### config.mk
export PLATFORM = sky130hd
export DESIGN_NAME = channel_mode_controller
export DESIGN_NICKNAME = d
export VERILOG_FILES = /design/src/rtl/core/cmc_pkg.sv /design/src/rtl/core/channel_mode_controller.sv /design/src/rtl/core/cmc_classifier.sv
export SDC_FILE = /design/constraint.sdc
export NUM_CORES = 1
export LEC_CHECK = 0
export ABC_AREA = 1
export BUFFER_PORTS_ARGS = -buffer_cell sky130_fd_sc_hd__buf_2
export CAP_MARGIN = 20
export CORE_UTILIZATION = 30
export CTS_CLUSTER_DIAMETER = 50
export DETAILED_ROUTE_END_ITERATION = 7
export PLACE_DENSITY = 0.45
export SYNTH_ARGS = -nofsm -noshare
export SYNTH_HDL_FRONTEND = slang
export SYNTH_SLANG_ARGS = --single-unit
export TNS_END_PERCENT = 10
### constraint.sdc
create_clock -name clk_i -period 4.5 [get_ports clk_i]
set_input_delay 0.675 -clock clk_i [delete_from_list [all_inputs] [get_ports clk_i]]
set_output_delay 0.675 -clock clk_i [all_outputs]
set_load 0.02 [all_outputs]
### src/rtl/core/cmc_pkg.sv
// Package: types, constants and detail table of the channel mode controller
`timescale 1ns / 1ps
`default_nettype none
package cmc_pkg;
  localparam int unsigned ChannelsDefault = 10;
  localparam logic [15:0] LongPressReset = 16'd4000;

  typedef enum logic [1:0] {
    EV_NONE  = 2'd0,
    EV_SHORT = 2'd1,
    EV_LONG  = 2'd2
  } event_e;

  typedef enum logic [1:0] {
    SRC_WARN  = 2'd0,
    SRC_FAULT = 2'd1,
    SRC_VOLT  = 2'd2
  } src_e;

  typedef enum logic [1:0] {
    REG_LONG  = 2'd0,
    REG_LOW   = 2'd1,
    REG_MID   = 2'd2,
    REG_HIGH  = 2'd3
  } reg_e;

  localparam logic [3:0] LED_BLUE         = 4'd0;
  localparam logic [3:0] LED_GREEN        = 4'd1;
  localparam logic [3:0] LED_GREEN_PAT    = 4'd2;
  localparam logic [3:0] LED_BLUE_PAT     = 4'd3;
  localparam logic [3:0] LED_RED          = 4'd4;
  localparam logic [3:0] LED_YELLOW       = 4'd5;
  localparam logic [3:0] LED_RED_YELLOW   = 4'd6;
  localparam logic [3:0] LED_YELLOW_BLINK = 4'd7;
  localparam logic [3:0] LED_RED_BLINK    = 4'd8;
  localparam logic [3:0] LED_KEEP         = 4'd9;

  localparam logic [4:0] M_OFF = 5'd0;
  localparam logic [4:0] M_READY = 5'd1;
  localparam logic [4:0] M_MON = 5'd2;
  localparam logic [4:0] M_SEL_LOW = 5'd3;
  localparam logic [4:0] M_SEL_MID = 5'd4;
  localparam logic [4:0] M_SEL_HIGH = 5'd5;
  localparam logic [4:0] M_WARN = 5'd6;
  localparam logic [4:0] M_FAULT = 5'd7;
  localparam logic [4:0] M_VOLT = 5'd8;
  localparam logic [4:0] M_WARN_DET = 5'd9;
  localparam logic [4:0] M_FAULT_DET = 5'd13;
  localparam logic [4:0] M_VOLT_DET = 5'd21;
  localparam logic [4:0] M_LAST_DET = 5'd22;

  typedef struct packed {
    logic [3:0] channel;
    logic       key_pressed;
    logic [3:0] fault_ok;
    logic [3:0] warn_ok;
    logic [1:0] volt_ok;
  } in_item_t;

  typedef struct packed {
    logic [3:0]  out_channel;
    logic [4:0]  mode;
    logic [3:0]  detail_code;
    logic [3:0]  led_code;
    logic        setpoint_write;
    logic [15:0] setpoint_word;
    logic [15:0] setpoint_shifted;
    logic        ack_open_circuit;
    logic        ack_alarms;
  } out_item_t;

  typedef struct packed {
    logic [4:0] on_short;
    logic [4:0] on_long;
    logic [3:0] detail;
    logic [3:0] led;
    src_e       src;
    logic [1:0] bit_sel;
    logic [4:0] all_next;
    logic [4:0] flag_next;
  } detail_row_t;

  function automatic detail_row_t detail_row(input logic [3:0] idx);
    detail_row_t r;
    case (idx)
      4'd0:  r = '{5'd10, 5'd6, 4'd1, LED_YELLOW_BLINK, SRC_WARN, 2'd0, 5'd6, 5'd10};
      4'd1:  r = '{5'd11, 5'd6, 4'd2, LED_YELLOW_BLINK, SRC_WARN, 2'd1, 5'd6, 5'd11};
      4'd2:  r = '{5'd12, 5'd6, 4'd3, LED_YELLOW_BLINK, SRC_WARN, 2'd2, 5'd6, 5'd12};
      4'd3:  r = '{5'd9,  5'd6, 4'd4, LED_YELLOW_BLINK, SRC_WARN, 2'd3, 5'd6, 5'd9};
      4'd4:  r = '{5'd14, 5'd7, 4'd5, LED_RED_BLINK, SRC_FAULT, 2'd0, 5'd7, 5'd14};
      4'd5:  r = '{5'd15, 5'd7, 4'd6, LED_RED_BLINK, SRC_FAULT, 2'd1, 5'd7, 5'd15};
      4'd6:  r = '{5'd16, 5'd7, 4'd7, LED_RED_BLINK, SRC_FAULT, 2'd2, 5'd7, 5'd16};
      4'd7:  r = '{5'd17, 5'd7, 4'd8, LED_RED_BLINK, SRC_FAULT, 2'd3, 5'd7, 5'd17};
      4'd8:  r = '{5'd18, 5'd7, 4'd1, LED_YELLOW_BLINK, SRC_WARN, 2'd0, 5'd13, 5'd18};
      4'd9:  r = '{5'd19, 5'd7, 4'd2, LED_YELLOW_BLINK, SRC_WARN, 2'd1, 5'd13, 5'd19};
      4'd10: r = '{5'd20, 5'd7, 4'd3, LED_YELLOW_BLINK, SRC_WARN, 2'd2, 5'd13, 5'd20};
      4'd11: r = '{5'd13, 5'd7, 4'd4, LED_YELLOW_BLINK, SRC_WARN, 2'd2, 5'd13, 5'd13};
      4'd12: r = '{5'd22, 5'd8, 4'd9, LED_RED_BLINK, SRC_VOLT, 2'd0, 5'd8, 5'd22};
      default: r = '{5'd21, 5'd8, 4'd10, LED_RED_BLINK, SRC_VOLT, 2'd1, 5'd8, 5'd21};
    endcase
    return r;
  endfunction
endpackage
`default_nettype wire

### src/rtl/core/channel_mode_controller.sv
// Top level of the channel mode controller
// One item is one tick for one channel; each item in range yields one result item.
// Takes one item per cycle while the output side is not stalled: a register stage holds the
// accepted item, the per-channel mode and classifier state are read in that stage and updated
// as the item leaves it, and the result item lands in an output register behind the stage.
// Items for channels at or above CHANNELS are dropped without a result.
`timescale 1ns / 1ps
`default_nettype none
module channel_mode_controller
  import cmc_pkg::*;
#(
  parameter int unsigned CHANNELS = ChannelsDefault
) (
  input  logic      clk_i,
  input  logic      rst_ni,
  input  logic      in_valid_i,
  output logic      in_ready_o,
  input  in_item_t  in_data_i,
  output logic      out_valid_o,
  input  logic      out_ready_i,
  output out_item_t out_data_o,
  input  logic      cfg_valid_i,
  output logic      cfg_ready_o,
  input  logic [1:0]  cfg_index_i,
  input  logic [15:0] cfg_data_i
);
  localparam int unsigned IdxW = (CHANNELS > 1) ? $clog2(CHANNELS) : 1;

  logic [15:0] long_q;
  logic [7:0]  code_low_q, code_mid_q, code_high_q;
  logic [4:0]  mode_q [CHANNELS];
  logic        armed_q [CHANNELS];
  logic [15:0] count_q [CHANNELS];

  logic      s1_valid_q;
  in_item_t  s1_q;
  logic      s1_ready;
  logic      out_valid_q;
  out_item_t out_q;

  logic [IdxW-1:0] idx;
  logic [4:0]  m, nm;
  logic        cur_armed, new_armed;
  logic [15:0] cur_count, new_count;
  event_e      ev;
  logic        consult;
  out_item_t   res;
  detail_row_t row;
  logic [3:0]  flags, full;
  logic [7:0]  code;
  logic        volt_bad, fault_bad, warn3_bad;

  assign cfg_ready_o = 1'b1;
  assign s1_ready    = !out_valid_q || out_ready_i;
  assign in_ready_o  = !s1_valid_q || s1_ready;
  assign out_valid_o = out_valid_q;
  assign out_data_o  = out_q;

  assign idx       = s1_q.channel[IdxW-1:0];
  assign m         = mode_q[idx];
  assign cur_armed = armed_q[idx];
  assign cur_count = count_q[idx];

  cmc_classifier u_cls (
    .limit_i  (long_q),
    .pressed_i(s1_q.key_pressed),
    .armed_i  (cur_armed),
    .count_i  (cur_count),
    .armed_o  (new_armed),
    .count_o  (new_count),
    .event_o  (ev)
  );

  always_comb begin
    volt_bad  = s1_q.volt_ok != 2'b11;
    fault_bad = s1_q.fault_ok != 4'hF;
    warn3_bad = s1_q.warn_ok[2:0] != 3'b111;
    row   = detail_row(4'(m - M_WARN_DET));
    flags = (row.src == SRC_WARN) ? s1_q.warn_ok :
            (row.src == SRC_FAULT) ? s1_q.fault_ok : {2'b00, s1_q.volt_ok};
    full  = (row.src == SRC_VOLT) ? 4'h3 : 4'hF;
    code  = (m == M_SEL_LOW) ? code_low_q : (m == M_SEL_MID) ? code_mid_q : code_high_q;
    nm = m;
    consult = 1'b0;
    res = '0;
    res.out_channel = s1_q.channel;
    res.led_code = LED_KEEP;
    if (m == M_OFF || m == M_READY) begin
      res.ack_open_circuit = 1'b1;
      consult = 1'b1;
      if (m == M_OFF) begin
        if (ev == EV_SHORT) nm = M_READY;
        else if (ev == EV_LONG) nm = M_SEL_LOW;
        res.led_code = LED_BLUE;
      end else begin
        if (ev == EV_SHORT) nm = M_MON;
        res.led_code = LED_GREEN_PAT;
      end
    end else if (m == M_MON) begin
      consult = 1'b1;
      nm = (ev == EV_LONG) ? M_OFF : M_MON;
      if (volt_bad) nm = M_VOLT;
      else if (fault_bad) begin nm = M_FAULT; res.led_code = LED_RED; end
      else if (warn3_bad) begin nm = M_WARN; res.led_code = LED_YELLOW; end
      else res.led_code = LED_GREEN;
    end else if (m >= M_SEL_LOW && m <= M_SEL_HIGH) begin
      res.led_code = LED_BLUE_PAT;
      consult = 1'b1;
      if (ev == EV_SHORT) nm = (m == M_SEL_HIGH) ? M_SEL_LOW : m + 5'd1;
      else if (ev == EV_LONG) begin
        res.setpoint_write = 1'b1;
        res.setpoint_word = {code, code};
        res.setpoint_shifted = {1'b0, code, 7'd0} | {9'd0, code[7:1]};
        nm = M_MON;
      end
    end else if (m == M_WARN || m == M_FAULT) begin
      res.led_code = (m == M_WARN) ? LED_YELLOW : LED_RED;
      if (m == M_FAULT && !fault_bad) nm = M_MON;
      else if (volt_bad) nm = M_VOLT;
      else if (m == M_WARN && fault_bad) begin nm = M_FAULT; res.led_code = LED_RED; end
      else if (m == M_WARN && !warn3_bad) nm = M_MON;
      else begin
        consult = 1'b1;
        if (ev == EV_SHORT) nm = (m == M_WARN) ? M_WARN_DET : M_FAULT_DET;
        else if (ev == EV_LONG) begin res.ack_alarms = 1'b1; nm = M_OFF; end
      end
    end else if (m == M_VOLT) begin
      res.led_code = LED_RED_YELLOW;
      if (!volt_bad) nm = M_MON;
      else begin
        consult = 1'b1;
        if (ev == EV_SHORT) nm = M_VOLT_DET;
        else if (ev == EV_LONG) begin res.ack_alarms = 1'b1; nm = M_OFF; end
      end
    end else if (m >= M_WARN_DET && m <= M_LAST_DET) begin
      consult = 1'b1;
      res.detail_code = row.detail;
      res.led_code = row.led;
      if (ev == EV_SHORT) nm = row.on_short;
      else if (ev == EV_LONG) nm = row.on_long;
      if (flags == full) nm = row.all_next;
      else if (flags[row.bit_sel]) nm = row.flag_next;
    end else begin
      nm = M_OFF;
    end
    res.mode = nm;
  end

  logic s1_go, in_range;
  assign s1_go    = s1_valid_q && s1_ready;
  assign in_range = 32'(in_data_i.channel) < CHANNELS;

  always_ff @(posedge clk_i or negedge rst_ni) begin
    if (!rst_ni) begin
      long_q <= LongPressReset;
      code_low_q <= '0;
      code_mid_q <= '0;
      code_high_q <= '0;
      s1_valid_q <= 1'b0;
      out_valid_q <= 1'b0;
      for (int i = 0; i < CHANNELS; i++) begin
        mode_q[i] <= '0;
        armed_q[i] <= 1'b0;
        count_q[i] <= '0;
      end
    end else begin
      if (cfg_valid_i) begin
        case (cfg_index_i)
          REG_LONG: long_q <= cfg_data_i;
          REG_LOW:  code_low_q <= cfg_data_i[7:0];
          REG_MID:  code_mid_q <= cfg_data_i[7:0];
          REG_HIGH: code_high_q <= cfg_data_i[7:0];
          default: ;
        endcase
      end
      if (in_ready_o) s1_valid_q <= in_valid_i && in_range;
      if (s1_ready) out_valid_q <= s1_valid_q;
      if (s1_go) begin
        mode_q[idx] <= nm;
        if (consult) begin
          armed_q[idx] <= new_armed;
          count_q[idx] <= new_count;
        end
      end
    end
  end

  always_ff @(posedge clk_i) begin
    if (in_ready_o && in_valid_i) s1_q <= in_data_i;
    if (s1_go) out_q <= res;
  end
endmodule
`default_nettype wire

### src/rtl/core/cmc_classifier.sv
// Press classifier: next armed flag, counter and event for one channel
`timescale 1ns / 1ps
`default_nettype none
module cmc_classifier
  import cmc_pkg::*;
(
  input  logic [15:0] limit_i,
  input  logic        pressed_i,
  input  logic        armed_i,
  input  logic [15:0] count_i,
  output logic        armed_o,
  output logic [15:0] count_o,
  output event_e      event_o
);
  logic [15:0] inc;

  always_comb begin
    inc = (count_i == 16'hFFFF) ? count_i : count_i + 16'd1;
    armed_o = armed_i;
    count_o = count_i;
    event_o = EV_NONE;
    if (!pressed_i) begin
      armed_o = 1'b1;
      if (count_i <= (limit_i >> 4)) begin
        count_o = '0;
      end else if (count_i <= limit_i) begin
        count_o = '0;
        event_o = EV_SHORT;
      end
    end else if (armed_i) begin
      count_o = inc;
      if (inc >= limit_i) begin
        count_o = '0;
        armed_o = 1'b0;
        event_o = EV_LONG;
      end
    end
  end
endmodule
`default_nettype wire

== Word-level counts from Yosys, hierarchy flattened ==
Memories as Yosys holds them, arrays and structs flattened.
Cells that the tools add are included.

* $add $sub $neg: 3
* $lt $le $gt $ge: 11
* Equal/unequal tests: 20
* Multiplexer cells: 105
* Bitwise gates (word level): 5
* Reductions and logical operators: 29

{| class="wikitable"
|+ Operators with widths
! operator !! count
|-
| $bwmux W160 || 1
|-
| $mux W16 || 9
|-
| $mux W5 || 28
|-
| $bmux W16 S4 || 1
|-
| $demux W16 S4 || 1
|-
| $bwmux W50 || 1
|-
| $mux W4 || 11
|-
| $mux W1 || 33
|-
| $mux W33 || 1
|-
| $bmux W5 S4 || 1
|-
| $demux W5 S4 || 1
|-
| $eq A5 B3 Y1 const B || 4
|-
| $add A16 B1 Y16 const B || 1
|-
| $eq A16 B16 Y1 const B || 1
|-
| $ge A16 B16 Y1 || 1
|-
| $le A16 B12 Y1 || 1
|-
| $le A16 B16 Y1 || 1
|-
| $mux W8 || 2
|-
| $mux W3 || 5
|-
| $or A15 B7 Y15 || 1
|-
| $mux W2 || 6
|-
| $bwmux W10 || 1
|-
| $eq A5 B2 Y1 const B || 2
|-
| $reduce_and A2 Y1 || 5
|-
| other kinds (32) || 54
|}

* Flip-flop bits (word level): 329
* Memory bits (read-only): 480
* Bits of input ports: 38
* Output and inout bits: 55
* Word-level logic and storage cells: 224
* Memories: 1

{| class="wikitable"
|+ Memory list
! name !! depth !! bits a word !! read ports !! clocked after memory_dff !! wr ports !! line !! source
|-
| (no name shown) || 16 || 30 || 1 || 0 || 0 || cmc_pkg.sv:85 || <nowiki>case (idx)</nowiki>
|}

== Logic depth before layout (Yosys ltp) ==
Gate-level depths: netlist of run 1.

* Word-level depth: 22
* Depth in mapped cells: 41
* Gate-level depth less buffers: 37

== Hierarchy ==
Synthesis of run 1 repeated with hierarchy kept, for this count alone.

* Cells, all modules: 2004
* Area total of the unflattened synthesis: 16258.1 um^2

{| class="wikitable"
|+ By module, submodules not included
! module !! instances !! cells each !! area each (um^2)
|-
| channel_mode_controller || 1 || 1621 || 14118.5
|-
| cmc_classifier || 1 || 383 || 2139.6
|}

== Worst setup path after synthesis of run 1 ==
No wires, ideal clock.

* Path kind: register to register
* Start point: register s1_q, in the netlist idx[0]
* End point: register mode_q[11] (netlist bit)
* Library setup time: 0.118 ns
* Arrival: 4.362 ns
* Required time: 4.382 ns
* Setup slack: 0.020 ns
* Stages on the path, launching flop included: 40
* Buffers on the path: 6
* Period minus slack after synthesis: 4.480 ns
* Cell sequence: edfxtp_1 > buf_4 > nor2_2 > buf_4 > buf_4 > buf_4 > nand2_1 > nand2_1 > o21ai_0 > nand3_1 > ha_1 > nand2_1 > nor2_1 > nand2_1 > nor2_4 > inv_2 > buf_6 > nand2_1 > [... 4 more ...] > nand2_1 > a21oi_1 > nand3_1 > nand2_1 > buf_2 > nand2_1 > nand2_1 > nand2_1 > nand2_1 > nand2_1 > nand2_1 > nand2_1 > nand2_1 > nand3_1 > nand2_1 > nand2_1 > nand3_1 > nand2_1

* Word-level cells in the longest chain between the ends: 22
* Elaborated cells on any way between the ends: 88
* Classes of those cells: add/sub (3); order compare (9); eq/ne (12); mux (52); bitwise (1); reduce/logical (10); memory (1)

{| class="wikitable"
|+ RTL lines
! element !! line !! source
|-
| from (decl) || channel_mode_controller.sv:36 || <nowiki>in_item_t s1_q;</nowiki>
|-
| from (signal assigned) || channel_mode_controller.sv:189 || <nowiki>if (in_ready_o && in_valid_i) s1_q <= in_data_i;</nowiki>
|-
| $not A4 Y5 (implied by the code) * || -- ||
|-
| $bmux W16 S4 || channel_mode_controller.sv:62 || <nowiki>assign cur_count = count_q[idx];</nowiki>
|-
| $mux W16 (implied by the code) (2 in a row) || channel_mode_controller.sv:62 ||
|-
| $add A16 B1 Y16 or $eq A16 B16 Y1 (tied branches) || cmc_classifier.sv:18 || <nowiki>inc = (count_i == 16'hFFFF) ? count_i : count_i + 16'd1;</nowiki>
|-
| $mux W16 || cmc_classifier.sv:18 ||
|-
| $ge A16 B16 Y1 || cmc_classifier.sv:32 || <nowiki>if (inc >= limit_i) begin</nowiki>
|-
| $mux W2 || cmc_classifier.sv:32 ||
|-
| $mux W2 || cmc_classifier.sv:30 || <nowiki>end else if (armed_i) begin</nowiki>
|-
| [... 5 more ...] || -- ||
|-
| $mux W5, on equally long branches || channel_mode_controller.sv:141, channel_mode_controller.sv:120 ||
|-
| $mux W5, on equally long branches || channel_mode_controller.sv:135, channel_mode_controller.sv:119 ||
|-
| $mux W5, on equally long branches || channel_mode_controller.sv:127, channel_mode_controller.sv:118 ||
|-
| $mux W5 || channel_mode_controller.sv:116 || <nowiki>end else if (m == M_WARN || m == M_FAULT) begin</nowiki>
|-
| $mux W5 || channel_mode_controller.sv:106 || <nowiki>end else if (m >= M_SEL_LOW && m <= M_SEL_HIGH) begin</nowiki>
|-
| $mux W5 || channel_mode_controller.sv:99 || <nowiki>end else if (m == M_MON) begin</nowiki>
|-
| $mux W5 || channel_mode_controller.sv:88 || <nowiki>if (m == M_OFF || m == M_READY) begin</nowiki>
|-
| $bwmux W50 * || channel_mode_controller.sv:179 || <nowiki>mode_q[idx] <= nm;</nowiki>
|-
| to (signal, indexed assignment) || channel_mode_controller.sv:179 ||
|-
| to (decl) || channel_mode_controller.sv:31 || <nowiki>logic [4:0] mode_q [CHANNELS];</nowiki>
|}

Every way passes the cells marked *; elsewhere a longest branch is shown, timed or not. The select of a mux whose other input is x is not followed.
A chain may end at the register's enable or synchronous reset.

== Final worst setup path of run 1 ==
* Start point: register s1_q, in the netlist idx[0]
* End point: register out_q, in the netlist out_data_o[43], data pin

* Word-level cells in the longest chain between the ends: 21
* Elaborated cells on any way between the ends: 78
* Classes of those cells: add/sub (3); order compare (7); eq/ne (12); mux (45); bitwise (1); reduce/logical (9); memory (1)

{| class="wikitable"
|+ RTL lines
! element !! line !! source
|-
| $not A4 Y5 (implied by the code) * || channel_mode_controller.sv:60, channel_mode_controller.sv:61, channel_mode_controller.sv:62 ||
|-
| $bmux W16 S4 || channel_mode_controller.sv:62 ||
|-
| $mux W16 (implied by the code) (2 in a row) || channel_mode_controller.sv:62 ||
|-
| $add A16 B1 Y16 or $eq A16 B16 Y1 (tied branches) || cmc_classifier.sv:18 ||
|-
| $mux W16 || cmc_classifier.sv:18 ||
|-
| $ge A16 B16 Y1 || cmc_classifier.sv:32 ||
|-
| $mux W2 || cmc_classifier.sv:32 ||
|-
| $mux W2 || cmc_classifier.sv:30 ||
|-
| [... 5 more ...] || -- ||
|-
| $mux W5, on equally long branches || channel_mode_controller.sv:141, channel_mode_controller.sv:120 ||
|-
| $mux W5, on equally long branches || channel_mode_controller.sv:135, channel_mode_controller.sv:119 ||
|-
| $mux W5, on equally long branches || channel_mode_controller.sv:127, channel_mode_controller.sv:118 ||
|-
| $mux W5 || channel_mode_controller.sv:116 ||
|-
| $mux W5 || channel_mode_controller.sv:106 ||
|-
| $mux W5 || channel_mode_controller.sv:99 ||
|-
| $mux W5 * || channel_mode_controller.sv:88 ||
|-
| via nm[0] || channel_mode_controller.sv:42 || <nowiki>logic [4:0] m, nm;</nowiki>
|-
| to (signal assigned) || channel_mode_controller.sv:190 || <nowiki>if (s1_go) out_q <= res;</nowiki>
|-
| to (decl) || channel_mode_controller.sv:39 || <nowiki>out_item_t out_q;</nowiki>
|}

Mark *: on every way through the listed nets, which the timed path passes. The rest lies on a longest branch. The select of a mux whose other input is x is not followed.

==> impl_metrics.json, run 1 <==
{
  "synth_top_area_cell": "dfrtp_1",
  "place_congestion": 0.849,
  "synthesis.nets": 2286,
  "rsz0062_at_grt": "true",
  "cp_common_cell": "nand2_1",
  "dpl.hpwl_um": 39900,
  "synth-seq-cells": 305,
  "area_delta_synth_final_pct": 30.6,
  "cp.required_ns": 4.85,
  "finalCriticalPeriod_ns": 4.45,
  "initial_core_util_pct": 30.4,
  "path_clk_slew_ns": 0.06,
  "post_drt_via_cell_ratio": 4.85,
  "io_buffer_count": 90,
  "die_x_um": 239,
  "ys_warn_count": 0,
  "grt_start_max_net_pins": 101,
  "async_flop_share_pct": 85.9,
  "clock_skew_ns": 0.0221,
  "synth_seq_area_share_pct": 46.8,
  "die_y_um": 239,
  "slowest_stage": "edfxtp_1",
  "routed_wl_um": 57800,
  "cp_max_fo": 6,
  "synth_top_cell_area_share_pct": 38.1,
  "fin_util_pct": 39.7,
  "ctsHtreeMaxLevel": 2,
  "grt_pass1_wl_um": 89500,
  "grt_pass1_vias": 15300,
  "core.rowCount": 86,
  "met3_usage_pct": 3.43,
  "met2_usage_pct": 33.6,
  "dr.pass1.iters": 5,
  "layout-drive-gt1-share_pct": 24.4,
  "antenna_found_initial": 1,
  "busiest_layer": "met2",
  "cp-end-kind": "flop",
  "dp_slack_ns": -0.325,
  "final_net_count": 2535,
  "avgRoutedWirePerCell_um": 17.9,
  "cts.hold.buffers_added": 0,
  "syn_inst": 2191,
  "gr-total-overflow": 0,
  "clk_latency_ns": 0.60,
  "synthTopCellsByArea": "dfrtp_1, nand2_1, edfxtp_1",
  "max_stage_delay_ns": 0.44,
  "criticalPathCategory": "reg -> reg",
  "setup_violations": 0,
  "ant_nets": 0,
  "cts.path.max_buffers": 3,
  "yosys.cell_count.top_type": "nand2_1",
  "min_path_type": "in -> async",
  "leakage_nw": 11.2,
  "antenna_cells": 0,
  "met1_usage_pct": 27.3,
  "clock_sinks": 305,
  "slew_viol_final": 0,
  "drtIter0Drc": 1155,
  "cp.arrival_ns": 4.80,
  "track_usage_pct": 20.3,
  "fmax_mhz": 225,
  "cap_violations": 0,
  "maxSlewHeadroom_pct": 36.3,
  "syn_avg_cell_area_um2": 7.66,
  "finalHoldViolations": 0,
  "cts_root_buffer": "clkbuf_16",
  "netlist_top_cells_count": "nand2_1, dfrtp_1, nor2_1",
  "cts_buffers": 44,
  "dieArea_um2": 56900,
  "worst_slack_ns": 0.0477,
  "tightestPinTransition_ns": 0.956,
  "synth_edf_count": 43,
  "period_share_pct": 98.9,
  "fill_cells": 5626,
  "synth.cell_area_um2": 16800,
  "cts_tree": "yes",
  "drc": 0,
  "synth-main-ff-cell": "dfrtp_1",
  "core_um2": 55200,
  "io_pins": 93,
  "yosys.cell_types.count": 45,
  "worst_setup_path_start_kind": "flop",
  "status": "finished clean",
  "vias": 15600,
  "power_density_nw_per_um2": 414,
  "ir_drop_uv": 233
}
## cells in the final DEF, fill, tap and decap left out, types with 43 or more instances in the layout
cell type / count
a21oi_1: 58
dfrtp_1: 256
clkbuf_16: 45
nor2_1: 112
ha_1: 50
nand2_1: 903
o21ai_1: 50
nand3_1: 72
buf_4: 161
nand2_2: 48
buf_2: 89
o21ai_0: 53
a22oi_1: 48
inv_1: 122
edfxtp_1: 43
## per-layer routing
metal | up-vias | part of all wire (%)
li1 | 7591 | -
met1 | 7574 | 47
met2 | 384 | 47
met3 | 76 | 4.8
met4 | 2 | 2.1
met5 | - | 0.016
## sequential cells by signal, indices dropped and copies added (netlist names)
| name | cells |
|---|---|
| idx | 4 |
| code_low_q | 8 |
| code_mid_q | 8 |
| out_valid_o | 1 |
| count_q | 160 |
| s1_valid_q | 1 |
| armed_q | 10 |
| s1_q | 11 |
| code_high_q | 8 |
| long_q | 16 |
| mode_q | 50 |
| out_data_o | 28 |
## critical path: cells and delay by family, from the launching register on
kind / cells / cell delay (ns)
compound gates: 6 / 0.62
fa+ha+maj: 1 / 0.21
buf+inv: 6 / 0.96
flops: 1 / 0.44
simple gates: 20 / 1.96
## logic make-up (layout without fill, tap and decap cells)
| family | Yosys count | in the layout | share of synthesized area [%] |
|---|---|---|---|
| buffers and inverters | 259 | 541 | 7.07 |
| xor gates and xnor gates | 10 | 10 | 0.522 |
| and+or+nand+nor | 1251 | 1254 | 30.1 |
| DFF | 305 | 305 | 46.8 |
| other | 2 | 2 | 0.0447 |
| adders and majority gates | 57 | 57 | 4.25 |
| AOI/OAI and AO/OA | 307 | 307 | 11.3 |
## where the power goes
part,total [mW],switching (mW),internal [mW],leakage [nW]
Clock,3.48,1.45,2.02,0.723
Combinational,2.25,1.44,0.805,6.57
Sequential,3.35,0.173,3.17,3.88
Total,9.07,3.07,6.00,11.2
## layout make-up
class                      instances  area [µm²]  area share (%)
timing repair buffer             302        2530            11.5
inverter                         156         593            2.70
sequential                       305        7860            35.8
timing repair inverter             1        7.51          0.0342
clock buffer                      59        1220            5.55
clock inverter                    23         264            1.20
tap                              748         936            4.27
multi-input combinational       1630        8530            38.9
## through the flow
stage               power, mW  hold slack [ns]  cell area, µm²  instances  setup TNS (ns)
floorplan                4.65            0.379           16800       2191               0
global placement         5.41            0.461           19300       3107          -10.98
detailed placement       5.42            0.465           19300       3107          -13.33
CTS                      9.00            0.185           21100       3203               0
global route             9.58            0.207           21900       3224           -7.70
finish                   9.07            0.152           21900       3224               0
## repair_timing
action	in CTS	in global routing
gates resized for setup	34	193
setup endpoints to repair	63	225
buffers inserted	10	17
hold endpoints to repair	0	0
cloned	4	5
pin swaps	9	61
## path summary, 6_finish.rpt
path                                         start                       end  slack (ns)  depth (start not counted)
hold reg to reg            count_q[47]$_DFFE_PN0P_   count_q[47]$_DFFE_PN0P_        0.48                          2
max in group asynchronous                   rst_ni   count_q[14]$_DFFE_PN0P_        3.37                          2
setup reg to reg                  idx[0]$_DFFE_PP_  out_data_o[43]$_DFFE_PP_        0.05                         33
hold / removal                              rst_ni    mode_q[13]$_DFFE_PN0P_        0.15                          1
setup / recovery                  idx[0]$_DFFE_PP_  out_data_o[43]$_DFFE_PP_        0.05                         33
min in group clk_i                    in_data_i[0]         s1_q[0]$_DFFE_PP_        0.26                          1
Note: power is estimated with default switching activity, not from simulation.
==> run 2, diff against run 1 <==
--- a/config.mk
+++ b/config.mk
@@ -8,6 +8,7 @@
 export ABC_AREA = 1
 export BUFFER_PORTS_ARGS = -buffer_cell sky130_fd_sc_hd__buf_2
 export CAP_MARGIN = 20
+export CORE_ASPECT_RATIO = 0.6
 export CORE_UTILIZATION = 30
 export CTS_CLUSTER_DIAMETER = 50
 export DETAILED_ROUTE_END_ITERATION = 7
==> run 2 against run 1 <==
  * The flow now finishes with violations (negative setup slack)
  * Sequential share of layout area down 0.54 points
  * Largest cell class unchanged
  * Clock-buffer cell count down 11
  * Highest routed layer is now met4
  * First-iteration DRC count up 22%
  * Combinational power up 12%
  * Fmax down 1.4%
==> impl_metrics.json, run 2 (synthesis gave the netlist of run 1 again) <==
{
  "status": "finished with violations",
  "violations": "negative setup slack",
  "slowest_stage": "edfxtp_1",
  "finalHoldViolations": 0,
  "dr.pass1.iters": 8,
  "worst_slack_ns": -0.0174,
  "ir_drop_uv": 207,
  "clock_skew_ns": 0.0249,
  "antenna_found_initial": 0,
  "tightestPinTransition_ns": 0.969,
  "power_density_nw_per_um2": 401,
  "avgRoutedWirePerCell_um": 19.5,
  "core_um2": 54800,
  "grt_start_max_net_pins": 109,
  "cp_max_fo": 7,
  "cap_violations": 0,
  "setup_violations": 1,
  "ctsHtreeMaxLevel": 2,
  "p_total_mw": 8.92,
  "cts.path.max_buffers": 3,
  "met1_usage_pct": 36.0,
  "grt_pass1_vias": 14900,
  "slew_viol_final": 0,
  "rr_startpoint": "idx[0]$_DFFE_PP_",
  "gr-total-overflow": 0,
  "met2_usage_pct": 27.1,
  "leakage_nw": 11.4,
  "io_buffer_count": 90,
  "drc": 0,
  "final_net_count": 2572,
  "cp-end-kind": "flop",
  "fmax_mhz": 221,
  "layout_commonest_cell": "nand2_1",
  "track_usage_pct": 21.8,
  "cts_buffers": 38,
  "finalNonFillerCells": 3254,
  "initial_core_util_pct": 30.7,
  "path_clk_slew_ns": 0.07,
  "antenna_cells": 0,
  "vias": 16000,
  "met3_usage_pct": 5.70,
  "reg2reg_slack_ns": -0.02,
  "cts_tree": "yes",
  "cp.arrival_ns": 4.92,
  "min_path_type": "in -> async",
  "place_congestion": 0.926,
  "clk_latency_ns": 0.57,
  "cts_root_buffer": "clkbuf_16",
  "clock_sinks": 305,
  "dp_slack_ns": -0.430,
  "busiest_layer": "met1",
  "routed_wl_um": 63500,
  "hold_slack_ns": 0.118,
  "core.rowCount": 66,
  "regMostFlops": "count_q",
  "rr_worst_depth": 36,
  "dpl.hpwl_um": 45000,
  "worst_setup_path_start_kind": "flop",
  "io_pins": 93,
  "cts.hold.buffers_added": 0,
  "fin_area_um2": 22300,
  "reg2reg_to": "out_data_o[46]$_DFFE_PP_",
  "dieArea_um2": 57000,
  "placed_cells": 3141,
  "finalCriticalPeriod_ns": 4.52,
  "place_area_um2": 19500,
  "post_drt_via_cell_ratio": 4.92,
  "rsz0062_at_grt": "true",
  "maxSlewHeadroom_pct": 35.4,
  "ant_nets": 0,
  "layout-drive-gt1-share_pct": 26.3,
  "die_x_um": 307,
  "max_stage_delay_ns": 0.42,
  "period_share_pct": 100,
  "largest_reg_flops": 160,
  "cp.required_ns": 4.90,
  "fin_util_pct": 40.7,
  "criticalPathCategory": "reg -> reg",
  "final_cell_mix": "nand2_1, dfrtp_1, buf_4",
  "cp_common_cell": "nand2_1",
  "setup_tns_ns": -0.0174,
  "area_delta_synth_final_pct": 32.6,
  "die_y_um": 185,
  "drtIter0Drc": 1408,
  "grt_pass1_wl_um": 93800
}
## run 2: what timing repair did
item	4_1_cts	5_1_grt
setup buffers	16	20
pin swaps	26	84
setup endpoints to repair	223	228
gates cloned	2	6
gates resized for setup	64	213
## run 2: layer usage
metal  wire length [µm]  vias to the layer above
li1                   -                     7656
met1              34200                     7771
met2              23000                      532
met3               5650                       53
met4                739                        0
met5                  0                        -
## run 2: power by group
| group | internal (mW) | total [mW] | switching (mW) |
|---|---|---|---|
| logic | 0.935 | 2.51 | 1.57 |
| registers | 3.17 | 3.35 | 0.177 |
| clock network | 1.70 | 3.06 | 1.36 |
## run 2: area by class of cell
cell class                 count  area, µm²
fill                        5590      32500
multi-input combinational   1628       8730
sequential                   305       7860
timing repair buffer         348       2930
clock buffer                  48       1020
tap                          748        936
inverter                     156        598
clock inverter                21        199
## run 2: how the worst max path moves through the flow
stage                                start                       end  slack [ns]  cells after the start
after floorplan           idx[0]$_DFFE_PP_    mode_q[11]$_DFFE_PN0P_        0.02                     39
final                     idx[0]$_DFFE_PP_  out_data_o[46]$_DFFE_PP_       -0.02                     36
after global placement    idx[1]$_DFFE_PP_    mode_q[11]$_DFFE_PN0P_       -0.63                     34
after global routing      idx[0]$_DFFE_PP_  out_data_o[46]$_DFFE_PP_       -0.30                     33
after detailed placement  idx[1]$_DFFE_PP_    mode_q[11]$_DFFE_PN0P_       -0.43                     34
after CTS                 idx[0]$_DFFE_PP_     mode_q[3]$_DFFE_PN0P_      -0.009                     38
## run 2: worst max-delay path: cells and delay by family (launching register included)
| kind | cells | cell delay [ns] |
|---|---|---|
| compound gates | 5 | 0.62 |
| buf+inv | 7 | 0.98 |
| fa+ha+maj | 1 | 0.24 |
| flops | 1 | 0.42 |
| simple gates | 23 | 2.07 |
==> run 3, diff against run 2 <==
==> constraint.sdc (replaced) <==
create_clock -name clk_i -period 4.05 [get_ports clk_i]
set_input_delay 0.6075 -clock clk_i [delete_from_list [all_inputs] [get_ports clk_i]]
set_output_delay 0.6075 -clock clk_i [all_outputs]
set_load 0.02 [all_outputs]
==> run 3 against run 2 <==
  * The run ends with negative hold slack, negative setup slack left
  * Flip-flop and latch count stayed put
  * Clock power is 15% higher
  * Non-clock buffer count is 52 higher
  * Design area is 3.7% higher
  * Setup slack worse by 0.43 ns
  * Sequential share of layout area is 1.3 points lower
  * Cell count is 1.6% higher
  * Clock skew hardly changed
  * Die area stayed put
  * Fmax is 0.44% higher
  * Clock-buffer cell count is 6 higher
  * Routed wire length is 0.14% lower
  * Critical path type unchanged
  * Largest power group unchanged
  * Highest routed layer unchanged
==> impl_metrics.json, run 3 (synthesis gave the netlist of run 1 again) <==
{
  "criticalPathCategory": "reg -> reg",
  "die_x_um": 307,
  "crit_buf_inv": 6,
  "dpl.hpwl_um": 44700,
  "busiest_layer": "met1",
  "layout_commonest_cell": "nand2_1",
  "slew_viol_final": 0,
  "cts_root_buffer": "clkbuf_16",
  "gr-total-overflow": 0,
  "slowest_stage": "edfxtp_1",
  "cts_buffers": 37,
  "pwr-share-seq_pct": 36.6,
  "violations": "negative hold slack, negative setup slack",
  "final_net_count": 2626,
  "min_path_type": "in -> async",
  "max_stage_delay_ns": 0.55,
  "drc": 0,
  "hold_slack_ns": -0.000969,
  "grt_pass1_wl_um": 95000,
  "switching_share_pct": 34.2,
  "io_buffer_count": 90,
  "antenna_cells": 0,
  "status": "finished with violations",
  "cts.path.max_buffers": 3,
  "met1_usage_pct": 36.4,
  "largest_reg_flops": 160,
  "ant_nets": 0,
  "area_delta_synth_final_pct": 37.6,
  "finalCriticalPeriod_ns": 4.50,
  "cp.arrival_ns": 4.77,
  "fmax_mhz": 222,
  "regMostFlops": "count_q",
  "cp.required_ns": 4.33,
  "place_congestion": 0.928,
  "finalHoldViolations": 2,
  "clock_sinks": 305,
  "maxSlewHeadroom_pct": 29.4,
  "worst_setup_path_start_kind": "flop",
  "cap_violations": 0,
  "setup_violations": 229,
  "switchingPower_mw": 3.49,
  "io_pins": 93,
  "vias": 16200,
  "drtIter0Drc": 1387,
  "die_y_um": 185,
  "track_usage_pct": 22.1,
  "rr_startpoint": "idx[1]$_DFFE_PP_",
  "p_total_mw": 10.2,
  "grt_pass1_vias": 15000,
  "final_cell_mix": "nand2_1, dfrtp_1, buf_4",
  "grt_start_max_net_pins": 96,
  "clock_skew_ns": 0.0253,
  "avgRoutedWirePerCell_um": 19.2,
  "ctsHtreeMaxLevel": 2,
  "reg2reg_slack_ns": -0.45,
  "dr.pass1.iters": 5,
  "cp-end-kind": "flop",
  "core_um2": 54800,
  "power_frac_comb_pct": 28.8,
  "cts_tree": "yes",
  "path_clk_slew_ns": 0.06,
  "cp_max_fo": 6,
  "cellInternalPower_mw": 6.70,
  "rsz0062_at_grt": "true",
  "post_drt_via_cell_ratio": 4.91,
  "clk_latency_ns": 0.56,
  "worst_slack_ns": -0.447,
  "met3_usage_pct": 5.57,
  "initial_core_util_pct": 30.7,
  "routed_wl_um": 63400,
  "reg2reg_to": "out_data_o[44]$_DFFE_PP_",
  "rr_worst_depth": 25,
  "p_clk_share_pct": 34.6,
  "core.rowCount": 66,
  "layout-drive-gt1-share_pct": 29.8,
  "antenna_found_initial": 0,
  "met2_usage_pct": 28.1,
  "ir_drop_uv": 258,
  "crit_family": "simple AND/OR/NAND/NOR gates",
  "power_density_nw_per_um2": 441,
  "leakage_nw": 11.7,
  "dieArea_um2": 57000,
  "period_share_pct": 111,
  "tightestPinTransition_ns": 1.05
}
run 3: layout make-up:
| type | instances | area [µm²] |
|---|---|---|
| multi-input cells | 1630 | 8960 |
| flip-flops and latches | 305 | 7860 |
| clock inverters | 13 | 175 |
| repair buffers | 400 | 3460 |
| repair inverters | 1 | 7.51 |
| well taps | 748 | 936 |
| inverters | 156 | 601 |
| fillers | 5529 | 31600 |
| clock buffers | 54 | 1100 |
run 3: power groups by stage:
| stage | registers, mW | logic (mW) | clock network (mW) |
|---|---|---|---|
| floorplan | 3.75 | 1.43 | 0 |
| global placement | 3.76 | 2.52 | 0 |
| detailed placement | 3.77 | 2.54 | 0 |
| CTS | 3.72 | 2.76 | 3.62 |
| global route | 3.77 | 3.21 | 3.77 |
| finish | 3.73 | 2.93 | 3.53 |
run 3: worst max-delay path by stage:
stage | from | endpoint | slack (ns) | cells past startpoint
global route | idx[1]$_DFFE_PP_ | mode_q[6]$_DFFE_PN0P_ | -0.71 | 35
detailed placement | idx[0]$_DFFE_PP_ | mode_q[38]$_DFFE_PN0P_ | -0.81 | 33
floorplan | idx[0]$_DFFE_PP_ | mode_q[12]$_DFFE_PN0P_ | -0.02 | 33
CTS | idx[0]$_DFFE_PP_ | out_data_o[44]$_DFFE_PP_ | -0.39 | 35
finish | idx[1]$_DFFE_PP_ | out_data_o[44]$_DFFE_PP_ | -0.45 | 25
global placement | idx[0]$_DFFE_PP_ | mode_q[8]$_DFFE_PN0P_ | -0.86 | 33
run 3: timing repair:
action / CTS / global route
buffers inserted: 43 / 19
endpoints found under the setup margin: 235 / 235
hold buffers: 0 / 0
pin swaps: 58 / 66
hold endpoints to repair: 0 / 0
gates resized for setup: 191 / 130
cloned: 8 / 3
run 3: stage by stage:
stage               setup WS, ns  util, %  TNS [ns]  instance area, µm²  instances
global placement          -0.856     36.4   -131.42               19900       3170
finish                    -0.447     42.2    -64.04               23100       3307
detailed placement        -0.812     36.4   -120.74               19900       3170
CTS                       -0.385     40.8    -50.66               22300       3285
floorplan                -0.0181        -    -0.277               16900       2191
global route              -0.706     42.2   -123.55               23100       3307
run 3: per-layer routing:
layer  wire length [µm]  up-vias
met5                  0        -
met3               5270       48
met2              23500      510
li1                   -     7759
met1              34100     7911
met4                561        0
